`src/design/sdd_pkg.sv`:
```
// shared types and constants for the s-box difference distribution block
// no dependencies; imported by sdd_ram, sbox_difference_distribution and the testbench
package sdd_pkg;

    localparam int SDD_IN_BITS  = 4;
    localparam int SDD_OUT_BITS = 4;

    localparam logic REQ_LOAD  = 1'b0;
    localparam logic REQ_QUERY = 1'b1;

    typedef enum logic [2:0] {
        ST_IDLE,
        ST_MAX,
        ST_HIST,
        ST_SEL,
        ST_EMIT,
        ST_ERR
    } sdd_state_t;

endpackage

```
`src/design/sbox_difference_distribution.sv`:
```
// s-box difference distribution: top level with sequencer, shared comparator
// and count registers; depends on sdd_pkg and sdd_ram
//
// usage:
//   input channel s_*: a load transfer (s_req_type = 0) writes one s-box entry.
//   a query transfer (s_req_type = 1) names an input difference
//   and produces a run of results on the m_* channel, one per output
//   difference with a nonzero pair count, highest count first, ties in
//   ascending difference, m_last on the final one. if the largest entry plus
//   one is not a power of two the run is a single result with m_size_error.
//   a query runs a maximum pass, then builds the histogram (two reads of the
//   s-box ram per index through its one read port), then selects each result
//   (one comparator walks the counts once per emitted entry).
//   s_ready is high only between queries; loads are taken back to back.
//   a stalled receiver holds the output register and the sequencer waits.
//   reset clears the s-box (all entries read as zero) and the output valid.
module sbox_difference_distribution #(
    parameter int IN_BITS  = sdd_pkg::SDD_IN_BITS,
    parameter int OUT_BITS = sdd_pkg::SDD_OUT_BITS
) (
    input  logic                aclk,
    input  logic                aresetn,
    input  logic                s_valid,
    output logic                s_ready,
    input  logic                s_req_type,
    input  logic [IN_BITS-1:0]  s_entry_index,
    input  logic [OUT_BITS-1:0] s_entry_value,
    input  logic [IN_BITS-1:0]  s_query_diff,
    output logic                m_valid,
    input  logic                m_ready,
    output logic [OUT_BITS-1:0] m_out_diff,
    output logic [IN_BITS:0]    m_pair_count,
    output logic                m_last,
    output logic                m_size_error
);
    import sdd_pkg::*;

    localparam int IN_SIZE  = 1 << IN_BITS;
    localparam int OUT_SIZE = 1 << OUT_BITS;
    localparam int CNT_W    = IN_BITS + 1;
    localparam int STEP_W   = IN_BITS + 2;
    localparam int CMP_W    = (OUT_BITS > CNT_W) ? OUT_BITS : CNT_W;

    sdd_state_t state_reg, state_next;

    logic [STEP_W-1:0]   idx_reg, idx_next;
    logic [IN_BITS-1:0]  d_reg, d_next;
    logic [OUT_BITS-1:0] maxv_reg, maxv_next;
    logic [OUT_BITS-1:0] a_reg, a_next;
    logic [OUT_BITS-1:0] j_reg, j_next;
    logic [CNT_W-1:0]    best_cnt_reg, best_cnt_next;
    logic [OUT_BITS-1:0] best_o_reg, best_o_next;
    logic [CNT_W-1:0]    remain_reg, remain_next;
    logic [CNT_W-1:0]    cnt_reg [OUT_SIZE];
    logic [IN_SIZE-1:0]  vld_reg;
    logic                rd_ok_reg;

    logic                m_valid_reg, m_valid_next;
    logic [OUT_BITS-1:0] out_diff_reg, out_diff_next;
    logic [CNT_W-1:0]    out_cnt_reg, out_cnt_next;
    logic                out_last_reg, out_last_next;
    logic                out_err_reg, out_err_next;

    logic                load_we;
    logic [IN_BITS-1:0]  ram_raddr;
    logic [OUT_BITS-1:0] ram_rdata;
    logic [OUT_BITS-1:0] rd_val;

    logic [OUT_BITS-1:0] cnt_idx;
    logic [CNT_W-1:0]    cnt_rd;
    logic                cnt_we;
    logic                cnt_clr;
    logic [OUT_BITS-1:0] cnt_widx;
    logic [CNT_W-1:0]    cnt_wdata;

    logic [CMP_W-1:0]    cmp_a;
    logic [CMP_W-1:0]    cmp_b;
    logic                cmp_gt;

    logic [OUT_BITS-1:0] max_now;
    logic [OUT_BITS:0]   span;
    logic                size_bad;
    logic                out_free;

    sdd_ram #(
        .WIDTH (OUT_BITS),
        .DEPTH (IN_SIZE),
        .AW    (IN_BITS)
    ) u_sbox_ram (
        .clk   (aclk),
        .we    (load_we),
        .waddr (s_entry_index),
        .wdata (s_entry_value),
        .raddr (ram_raddr),
        .rdata (ram_rdata)
    );

    // entries never written read as zero
    assign rd_val = rd_ok_reg ? ram_rdata : '0;

    assign cnt_rd   = cnt_reg[cnt_idx];
    assign cmp_gt   = cmp_a > cmp_b;
    assign out_free = !m_valid_reg || m_ready;

    assign max_now  = cmp_gt ? rd_val : maxv_reg;
    assign span     = {1'b0, max_now} + 1'b1;
    assign size_bad = ({1'b0, max_now} & span) != '0;

    always_comb begin
        state_next    = state_reg;
        idx_next      = idx_reg;
        d_next        = d_reg;
        maxv_next     = maxv_reg;
        a_next        = a_reg;
        j_next        = j_reg;
        best_cnt_next = best_cnt_reg;
        best_o_next   = best_o_reg;
        remain_next   = remain_reg;
        m_valid_next  = m_valid_reg && !m_ready;
        out_diff_next = out_diff_reg;
        out_cnt_next  = out_cnt_reg;
        out_last_next = out_last_reg;
        out_err_next  = out_err_reg;
        s_ready       = 1'b0;
        load_we       = 1'b0;
        ram_raddr     = idx_reg[IN_BITS-1:0];
        cnt_idx       = j_reg;
        cnt_we        = 1'b0;
        cnt_clr       = 1'b0;
        cnt_widx      = best_o_reg;
        cnt_wdata     = '0;
        cmp_a         = CMP_W'(cnt_rd);
        cmp_b         = CMP_W'(best_cnt_reg);

        unique case (state_reg)
            ST_IDLE: begin
                s_ready = 1'b1;
                if (s_valid) begin
                    if (s_req_type == REQ_LOAD) begin
                        load_we = 1'b1;
                    end else begin
                        d_next     = s_query_diff;
                        idx_next   = '0;
                        maxv_next  = '0;
                        state_next = ST_MAX;
                    end
                end
            end
            ST_MAX: begin
                // read data arrives in the cycle after its address
                cmp_a = CMP_W'(rd_val);
                cmp_b = CMP_W'(maxv_reg);
                if (idx_reg != '0) begin
                    maxv_next = max_now;
                end
                if (idx_reg == STEP_W'(IN_SIZE)) begin
                    if (size_bad) begin
                        state_next = ST_ERR;
                    end else begin
                        cnt_clr     = 1'b1;
                        idx_next    = '0;
                        remain_next = CNT_W'(IN_SIZE);
                        state_next  = ST_HIST;
                    end
                end else begin
                    idx_next = idx_reg + 1'b1;
                end
            end
            ST_HIST: begin
                // even steps read sbox[i], odd steps read sbox[i ^ d]
                if (idx_reg[0]) begin
                    ram_raddr = idx_reg[IN_BITS:1] ^ d_reg;
                end else begin
                    ram_raddr = idx_reg[IN_BITS:1];
                end
                cnt_idx = a_reg ^ rd_val;
                if (idx_reg != '0) begin
                    if (idx_reg[0]) begin
                        a_next = rd_val;
                    end else begin
                        cnt_we    = 1'b1;
                        cnt_widx  = a_reg ^ rd_val;
                        cnt_wdata = cnt_rd + 1'b1;
                    end
                end
                if (idx_reg == STEP_W'(2 * IN_SIZE)) begin
                    j_next        = '0;
                    best_cnt_next = '0;
                    best_o_next   = '0;
                    state_next    = ST_SEL;
                end else begin
                    idx_next = idx_reg + 1'b1;
                end
            end
            ST_SEL: begin
                if (cmp_gt) begin
                    best_cnt_next = cnt_rd;
                    best_o_next   = j_reg;
                end
                if (&j_reg) begin
                    state_next = ST_EMIT;
                end else begin
                    j_next = j_reg + 1'b1;
                end
            end
            ST_EMIT: begin
                if (out_free) begin
                    m_valid_next  = 1'b1;
                    out_diff_next = best_o_reg;
                    out_cnt_next  = best_cnt_reg;
                    out_last_next = (remain_reg == best_cnt_reg);
                    out_err_next  = 1'b0;
                    cnt_we        = 1'b1;
                    cnt_widx      = best_o_reg;
                    cnt_wdata     = '0;
                    remain_next   = remain_reg - best_cnt_reg;
                    if (remain_reg == best_cnt_reg) begin
                        state_next = ST_IDLE;
                    end else begin
                        j_next        = '0;
                        best_cnt_next = '0;
                        best_o_next   = '0;
                        state_next    = ST_SEL;
                    end
                end
            end
            ST_ERR: begin
                if (out_free) begin
                    m_valid_next  = 1'b1;
                    out_diff_next = '0;
                    out_cnt_next  = '0;
                    out_last_next = 1'b1;
                    out_err_next  = 1'b1;
                    state_next    = ST_IDLE;
                end
            end
            default: begin
                state_next = ST_IDLE;
            end
        endcase
    end

    always_ff @(posedge aclk) begin
        if (!aresetn) begin
            state_reg   <= ST_IDLE;
            m_valid_reg <= 1'b0;
            vld_reg     <= '0;
        end else begin
            state_reg   <= state_next;
            m_valid_reg <= m_valid_next;
            if (load_we) begin
                vld_reg[s_entry_index] <= 1'b1;
            end
        end
    end

    always_ff @(posedge aclk) begin
        idx_reg      <= idx_next;
        d_reg        <= d_next;
        maxv_reg     <= maxv_next;
        a_reg        <= a_next;
        j_reg        <= j_next;
        best_cnt_reg <= best_cnt_next;
        best_o_reg   <= best_o_next;
        remain_reg   <= remain_next;
        out_diff_reg <= out_diff_next;
        out_cnt_reg  <= out_cnt_next;
        out_last_reg <= out_last_next;
        out_err_reg  <= out_err_next;
        rd_ok_reg    <= vld_reg[ram_raddr];
    end

    always_ff @(posedge aclk) begin
        if (cnt_clr) begin
            for (int k = 0; k < OUT_SIZE; k++) begin
                cnt_reg[k] <= '0;
            end
        end else if (cnt_we) begin
            cnt_reg[cnt_widx] <= cnt_wdata;
        end
    end

    assign m_valid      = m_valid_reg;
    assign m_out_diff   = out_diff_reg;
    assign m_pair_count = out_cnt_reg;
    assign m_last       = out_last_reg;
    assign m_size_error = out_err_reg;

`ifndef SYNTHESIS
    a_err_is_last: assert property (@(posedge aclk) disable iff (!aresetn)
        (m_valid && m_size_error) |-> (m_last && m_pair_count == '0 && m_out_diff == '0))
        else $error("size error result malformed");

    a_count_nonzero: assert property (@(posedge aclk) disable iff (!aresetn)
        (m_valid && !m_size_error) |-> (m_pair_count != '0))
        else $error("normal result with zero count");

    a_remain_open: assert property (@(posedge aclk) disable iff (!aresetn)
        (state_reg == ST_SEL || state_reg == ST_EMIT) |-> (remain_reg != '0))
        else $error("selection running with no pairs left");

    a_emit_fits: assert property (@(posedge aclk) disable iff (!aresetn)
        (state_reg == ST_EMIT) |-> (best_cnt_reg != '0 && best_cnt_reg <= remain_reg))
        else $error("selected count out of range");

    a_query_busy: assert property (@(posedge aclk) disable iff (!aresetn)
        (s_valid && s_ready && s_req_type == REQ_QUERY) |=> !s_ready)
        else $error("query transfer did not start the sequencer");
`endif

endmodule

```
`src/design/sdd_ram.sv`:
```
// generic single-port-write, single-port-read ram with registered read data
// depends on sdd_pkg for its default parameter sizes
module sdd_ram #(
    parameter int WIDTH = sdd_pkg::SDD_OUT_BITS,
    parameter int DEPTH = 1 << sdd_pkg::SDD_IN_BITS,
    parameter int AW    = (DEPTH > 1) ? $clog2(DEPTH) : 1
) (
    input  logic             clk,
    input  logic             we,
    input  logic [AW-1:0]    waddr,
    input  logic [WIDTH-1:0] wdata,
    input  logic [AW-1:0]    raddr,
    output logic [WIDTH-1:0] rdata
);
    import sdd_pkg::*;

    logic [WIDTH-1:0] mem_reg [DEPTH];
    logic [WIDTH-1:0] rdata_reg;

    always_ff @(posedge clk) begin
        if (we) begin
            mem_reg[waddr] <= wdata;
        end
        rdata_reg <= mem_reg[raddr];
    end

    assign rdata = rdata_reg;

endmodule

```
`config.mk`:
```
export PLATFORM = sky130hd
export DESIGN_NAME = sbox_difference_distribution
export DESIGN_NICKNAME = d
export VERILOG_FILES = /design/src/design/sdd_pkg.sv /design/src/design/sbox_difference_distribution.sv /design/src/design/sdd_ram.sv
export SDC_FILE = /design/constraint.sdc
export NUM_CORES = 1
export LEC_CHECK = 0
export BUFFER_PORTS_ARGS = -buffer_cell sky130_fd_sc_hd__buf_2
export CAP_MARGIN = 5
export CELL_PAD_IN_SITES_DETAIL_PLACEMENT = 1
export CELL_PAD_IN_SITES_GLOBAL_PLACEMENT = 1
export CORE_ASPECT_RATIO = 0.9
export CORE_MARGIN = 2
export CORE_UTILIZATION = 50
export CTS_CLUSTER_SIZE = 30
export DETAILED_ROUTE_END_ITERATION = 10
export PLACE_DENSITY_LB_ADDON = 0.1
export SLEW_MARGIN = 20
export SYNTH_ARGS = -nofsm -noshare
export SYNTH_HDL_FRONTEND = slang
export SYNTH_SLANG_ARGS = --single-unit
```
`constraint.sdc`:
```
create_clock -name aclk -period 5.1 [get_ports aclk]
set_clock_uncertainty 0.1 [all_clocks]
set_input_delay 1.02 -clock aclk [delete_from_list [all_inputs] [get_ports aclk]]
set_output_delay 1.02 -clock aclk [all_outputs]
set_load 0.01 [all_outputs]
```
==> metrics.txt, run 1 <==
die width=158 µm; Endpoint, Worst Hold=vld_reg[12]; Final Hold Fails=0; CP endpoint kind=register; crit path kind=register to register; Seq cells post-synth=roughly 220; largest family of logic cells by synthesized area=simple AND/OR/NAND/NOR gates; initial drt markers=~750; register area share after synthesis=around three fifths; Critical Path RT=roughly 5200 ps; critical path depth=15; pwr dens=about 530 mW/mm²; row cnt=50; WHS Path Cells=1; max-slew violation count=0; CP delay by family, top=simple AND/OR/NAND/NOR gates; Pleak=a little over 4 nW; gp weighted congestion=0.928; Multi-input gate area=between 0.004 and 0.005 mm²; HP Start=vld_reg[12]; Comb power frac=between 30% and 40%; Warnings, synthesis=0; first drt pass iteration count=5; antenna-violating nets left=0; Worst-path clk slew=60 ps; Mapped Avg Cell Area=12.1 µm²; post-synthesis mux area share=around a tenth; Syn Inst Count=879; Tcrit/Tclk final=just over 90%; clock power share=about a quarter; Fillers=2171; Slew @ Worst Pin=~1100 ps; Die Area=between 0.02 and 0.025 mm²; remaining global-route overflow=0; top_reg_cell synth=edfxtp_1; # diodes=0; Initial Utilization=around half; dpl hpwl=~20000 µm; root buf cell=clkbuf_16; Flop pwr share=36.0%; number of synthesized flops with an enable pin=between 150 and 200; Final nets=about 940; clock sink count=216; Syn-to-layout area delta=11.3%; clock buffer depth=3; final setup violation count=0; IO Count=30; Synth Area in Simple Gates=16.4%; adder-cell area share of the yosys netlist=under 10%; TNS Setup=0 ps; Internal=approximately 0.0040 W; commonest non-fill, non-tap cell in the layout=edfxtp_1; Worst Path Arrival=4840 ps; worst-skew pair later-pin latency=approximately 520 ps; RSZ-0062 raised after global routing=false; initial antenna violation count=0; crit path time final=4730 ps; vias=a little over 7k; slowest CP cell=mux4_2; flop2flop setup slack=~370 ps; number of global-route vias before repair=7538; PortBufs=29; Sw Ratio=36.7%; # DRC=0; Yosys cell types=67; Post-Syn Area=0.0107 mm²; Vias/cell=5.97; Worst R2R Path Depth=15; Largest register FFs=80; crit-path max cell delay=between 500 and 600 ps; Die Ht=143 µm; DR WL/cell=about 24 µm; final WL=approximately 28000 µm; Max-slew headroom=a little over a quarter; Hold WC Path Type=register to register; first-pass GRT wire length=44000 µm; Placeable Area=between 0.02 and 0.025 mm²; worst path bufs/invs=1; CP Launch Type=register; Mapped Nets=910; max-cap violations=0; most frequent cells in the layout=edfxtp_1, nor2_1, mux2i_1; GRT Total Usage=about a quarter; Switch Pwr=0.00230 W; Max Freq=around 210 MHz; CTS H-tree lvls=1; maximum VDD drop=roughly 230 µV; R2R Path End=idx_reg[4]; asr flop ratio synth=0%; crit path max fanout=13; TritonCTS Buffers=23; CP Cell Sequence=and3b_1, nor3_4, nor2_4, mux4_2, a22oi_2, and2_4, a21oi_1, ha_1, nand3_1, o22ai_1, o22a_1, mux2i_2, nor2_1, a211oi_1, buf_4; fraction of layout cells with a size suffix above 1=between 10 and 15%; Reg-to-Reg Start=a_reg[0]; CTS tree=built; outcome=completed; Hold WS=roughly 370 ps; Sequential cell area=a little over 0.006 mm²; XOR/XNOR share of the synthesized area=roughly 1.7%; share of the synthesized area in compound gates (AO/OA/AOI/OAI)=roughly 8.2%; largest net degree at the start of global routing=39
## final cells by class
cell class | instances | share of cell area (%)
multi-input combinational | 591 | 34.8
timing repair buffer | 50 | 2.55
clock buffer | 37 | 6.15
tap | 286 | 3.02
sequential | 216 | 52.5
clock inverter | 5 | 0.232
inverter | 22 | 0.696
## power by group through the flow
stage	registers [W]	clock network, W	logic (W)
global placement	0.00229	0	0.00225
floorplan	0.00220	0	0.00175
finish	0.00226	0.00165	0.00236
detailed placement	0.00230	0	0.00231
CTS	0.00226	0.00167	0.00234
global route	0.00228	0.00173	0.00256
## routing by layer
layer  part of all wire (%)  GRT usage, %  vias up
met5                      0             0        -
met2                     46          40.4      212
met1                     46          38.0     3642
met3                    5.9          3.84       52
li1                       -             -     3298
met4                    2.3          6.97        0
## kinds of logic (layout without fill, tap and decap cells)
family,after synthesis,after routing
AOI/OAI and AO/OA,124,124
xor gates and xnor gates,19,19
adders and majority gates,14,14
buffers and inverters,72,114
DFF,216,216
muxes,101,101
and+or+nand+nor,333,333
## worst max-delay path by stage
stage | start | slack, ps | to
after floorplan | state_reg[0] | 440 | idx_reg[0]
after global placement | a_reg[0] | 450 | idx_reg[3]
after detailed placement | state_reg[1] | 210 | idx_reg[1]
after CTS | state_reg[1] | 190 | idx_reg[1]
after global routing | a_reg[0] | 30 | idx_reg[0]
final | a_reg[0] | 370 | idx_reg[4]
## cell usage after synthesis, drive strengths merged, types with 8 or more instances
cell / n / area share, %
a211oi: 9 / 0.75
a21boi: 10 / 0.70
a21oi: 21 / 0.99
and2: 22 / 1.3
and3: 10 / 0.59
buf: 26 / 1.5
clkbuf: 24 / 0.84
dfxtp: 25 / 4.7
edfxtp: 191 / 54
ha: 13 / 1.5
inv: 22 / 0.77
mux2i: 90 / 8.4
mux4: 8 / 1.7
nand2: 61 / 2.1
nand3: 35 / 1.6
nand4: 10 / 0.59
nor2: 114 / 4.1
nor2b: 19 / 1.1
nor3: 27 / 1.9
nor4: 18 / 1.8
o211ai: 10 / 0.70
o21a: 19 / 1.3
o21ai: 22 / 1.0
xnor2: 8 / 0.73
xor2: 11 / 0.97
## stage by stage
stage / utilization [%] / std cells / worst slack [ps] / power [W] / area (µm²)
2_1_floorplan: - / 879 / 441 / 0.00396 / 10700
3_3_place_gp: 53.1 / 1165 / 454 / 0.00453 / 11100
3_5_place_dp: 53.1 / 1165 / 210 / 0.00461 / 11100
4_1_cts: 56.7 / 1207 / 190 / 0.00627 / 11800
5_1_grt: 56.8 / 1207 / 26.4 / 0.00657 / 11900
6_report: 56.8 / 1207 / 367 / 0.00628 / 11900
## what timing repair did
| item | 4_1_cts | 5_1_grt |
|---|---|---|
| hold buffers | 0 | 0 |
| gates resized for setup | 0 | 4 |
| buffers inserted | 0 | 0 |
| endpoints found under the setup margin | 0 | 91 |
No activity file was read; power rests on OpenSTA's default activity.
==> run 2: changes to the inputs <==
Clock period 5.1 ns to 4.5 ns, I/O delays scaled along.
==> metrics.txt, run 2 (synthesis gave the netlist of run 1 again) <==
# diodes=0 (unchanged); commonest non-fill, non-tap cell in the layout=edfxtp_1; WHS Path Cells=1 (unchanged); TNS Setup=0 ps (unchanged); Die Area=0.0225 mm² (unchanged); CP dominant cell by count=a21oi_1; Flop pwr share=34.5% (-1.5 points); Max Freq=231 MHz (+9.2%); maximum VDD drop=566 µV (+150%); dpl hpwl=19800 µm (-1.6%); Initial Utilization=51.0% (unchanged); Largest register FFs=80 (unchanged); Placeable Area=0.0209 mm² (unchanged); final setup violation count=0 (unchanged); worst path bufs/invs=1 (unchanged); vias=7315 (+1.5%); Comb power frac=37.5% (-0.2 points); critical path depth=15 (unchanged); CP delay by family, top=simple AND/OR/NAND/NOR gates; Hold WC Path Type=register to register; TritonCTS Buffers=24 (+4.3%); Setup WS post-layout=166 ps (-201 ps); CP Launch Type=register; crit-path max cell delay=480 ps (-90 ps); initial antenna violation count=1 (+1); CTS H-tree lvls=1 (unchanged); clock power share=28.0% (+1.7 points); Placed Instances=1172 (+0.60%); # DRC=0 (unchanged); antenna-violating nets left=0 (unchanged); Final Hold Fails=0 (unchanged); Worst Path Arrival=4490 ps (-350 ps); slowest CP cell=or3b_4; Internal=0.00470 W (+18%); Switch Pwr=0.00271 W (+18%); most frequent cells in the layout=edfxtp_1, nor2_1, mux2i_1; Slew @ Worst Pin=900 ps (-191 ps); Vias/cell=5.98 (+0.21%); crit path kind=register to register; root buf cell=clkbuf_16; Worst R2R Path Depth=15 (unchanged); PortBufs=29 (unchanged); remaining global-route overflow=0 (unchanged); clock buffer depth=3 (unchanged); max-cap violations=0 (unchanged); Worst-path clk slew=60 ps (about the same); initial drt markers=736 (-1.2%); Die Ht=143 µm (unchanged); crit path time final=4330 ps (-399 ps); Fillers=2167 (-0.18%); crit path max fanout=16 (+3); Tcrit/Tclk final=96.3% (+3.5 points); outcome=completed; CTS tree=built; worst-skew pair later-pin latency=530 ps (about the same); row cnt=50 (unchanged); Hold WS=366 ps (-1.74 ps); first drt pass iteration count=5 (unchanged); final cell count without fillers=1223 (+1.3%); CP Cell Sequence=or3b_4, nor3_4, nor2_4, mux4_2, a22oi_2, and2_4, a21oi_1, ha_1, a21oi_1, o22ai_1, o22a_2, mux2i_4, nand3_1, buf_6, nand2_2; Max-slew headroom=39.5% (+12 points); clock sink count=216 (unchanged); number of global-route vias before repair=7516 (-0.29%); Final nets=950 (+1.6%); IO Count=30 (unchanged); Critical Path RT=4650 ps (-560 ps); CP endpoint kind=register; first-pass GRT wire length=43700 µm (-0.77%); GRT Total Usage=25.7% (-0.18 points); largest net degree at the start of global routing=41 (+5.1%); Sw Ratio=36.5% (-0.12 points); CTS Hold Bufs=0 (unchanged); final WL=28600 µm (+0.69%); pwr dens=609 mW/mm² (+15%); gp weighted congestion=0.953 (+2.6%); Post-Place Setup Slack=-104 ps (-314 ps); max-slew violation count=0 (unchanged); DR WL/cell=23.4 µm (-0.63%); Pleak=4.21 nW (+2.4%); fraction of layout cells with a size suffix above 1=19.0% (+4.0 points); Syn-to-layout area delta=14.0%; die width=158 µm (unchanged)
==> run 2: power by group through the flow <==
stage / sequential, W / clock [W] / combinational (W)
floorplan: 0.00250 / 0 / 0.00200
CTS: 0.00255 / 0.00211 / 0.00266
finish: 0.00256 / 0.00208 / 0.00278
global placement: 0.00258 / 0 / 0.00254
global route: 0.00258 / 0.00218 / 0.00299
detailed placement: 0.00259 / 0 / 0.00262
==> run 2: layout make-up <==
| type | count | area (µm²) | share of cell area, % |
|---|---|---|---|
| Sequential cell | 216 | 6240 | 51.3 |
| Clock buffer | 28 | 626 | 5.14 |
| Tap cell | 286 | 358 | 2.94 |
| Timing Repair Buffer | 64 | 412 | 3.38 |
| Multi-Input combinational cell | 591 | 4230 | 34.8 |
| Clock inverter | 16 | 220 | 1.81 |
| Inverter | 22 | 82.6 | 0.679 |
==> run 2: path summary, 6_finish.rpt <==
path | startpoint | endpoint | slack [ps]
max | state_reg[1] | cnt_reg[4][2] | 170
min | vld_reg[9] | vld_reg[9] | 370
max reg2reg | state_reg[1] | cnt_reg[4][2] | 170
min reg2reg | vld_reg[9] | vld_reg[9] | 370
==> run 2: stage by stage <==
step	total power, W	instance area, µm²	utilization (%)
after floorplan	0.00449	10700	-
after global placement	0.00512	11100	53.4
after detailed placement	0.00521	11100	53.4
after CTS	0.00732	12000	57.5
after global routing	0.00774	12200	58.2
final	0.00741	12200	58.2
==> run 2: per-layer routing <==
metal / share of wire [%] / vias to the layer above / GRT usage [%]
li1: - / 3338 / -
met1: 45 / 3687 / 37.2
met2: 46 / 241 / 40.7
met3: 6.0 / 47 / 3.75
met4: 2.6 / 2 / 7.11
met5: 0.060 / - / 0
==> run 2: timing repair <==
action / 4_1_cts / 5_1_grt
endpoints found under the hold margin: 0 / 0
resized for setup: 3 / 31
pin swaps: 0 / 9
setup endpoints to repair: 78 / 91
setup buffers: 0 / 7
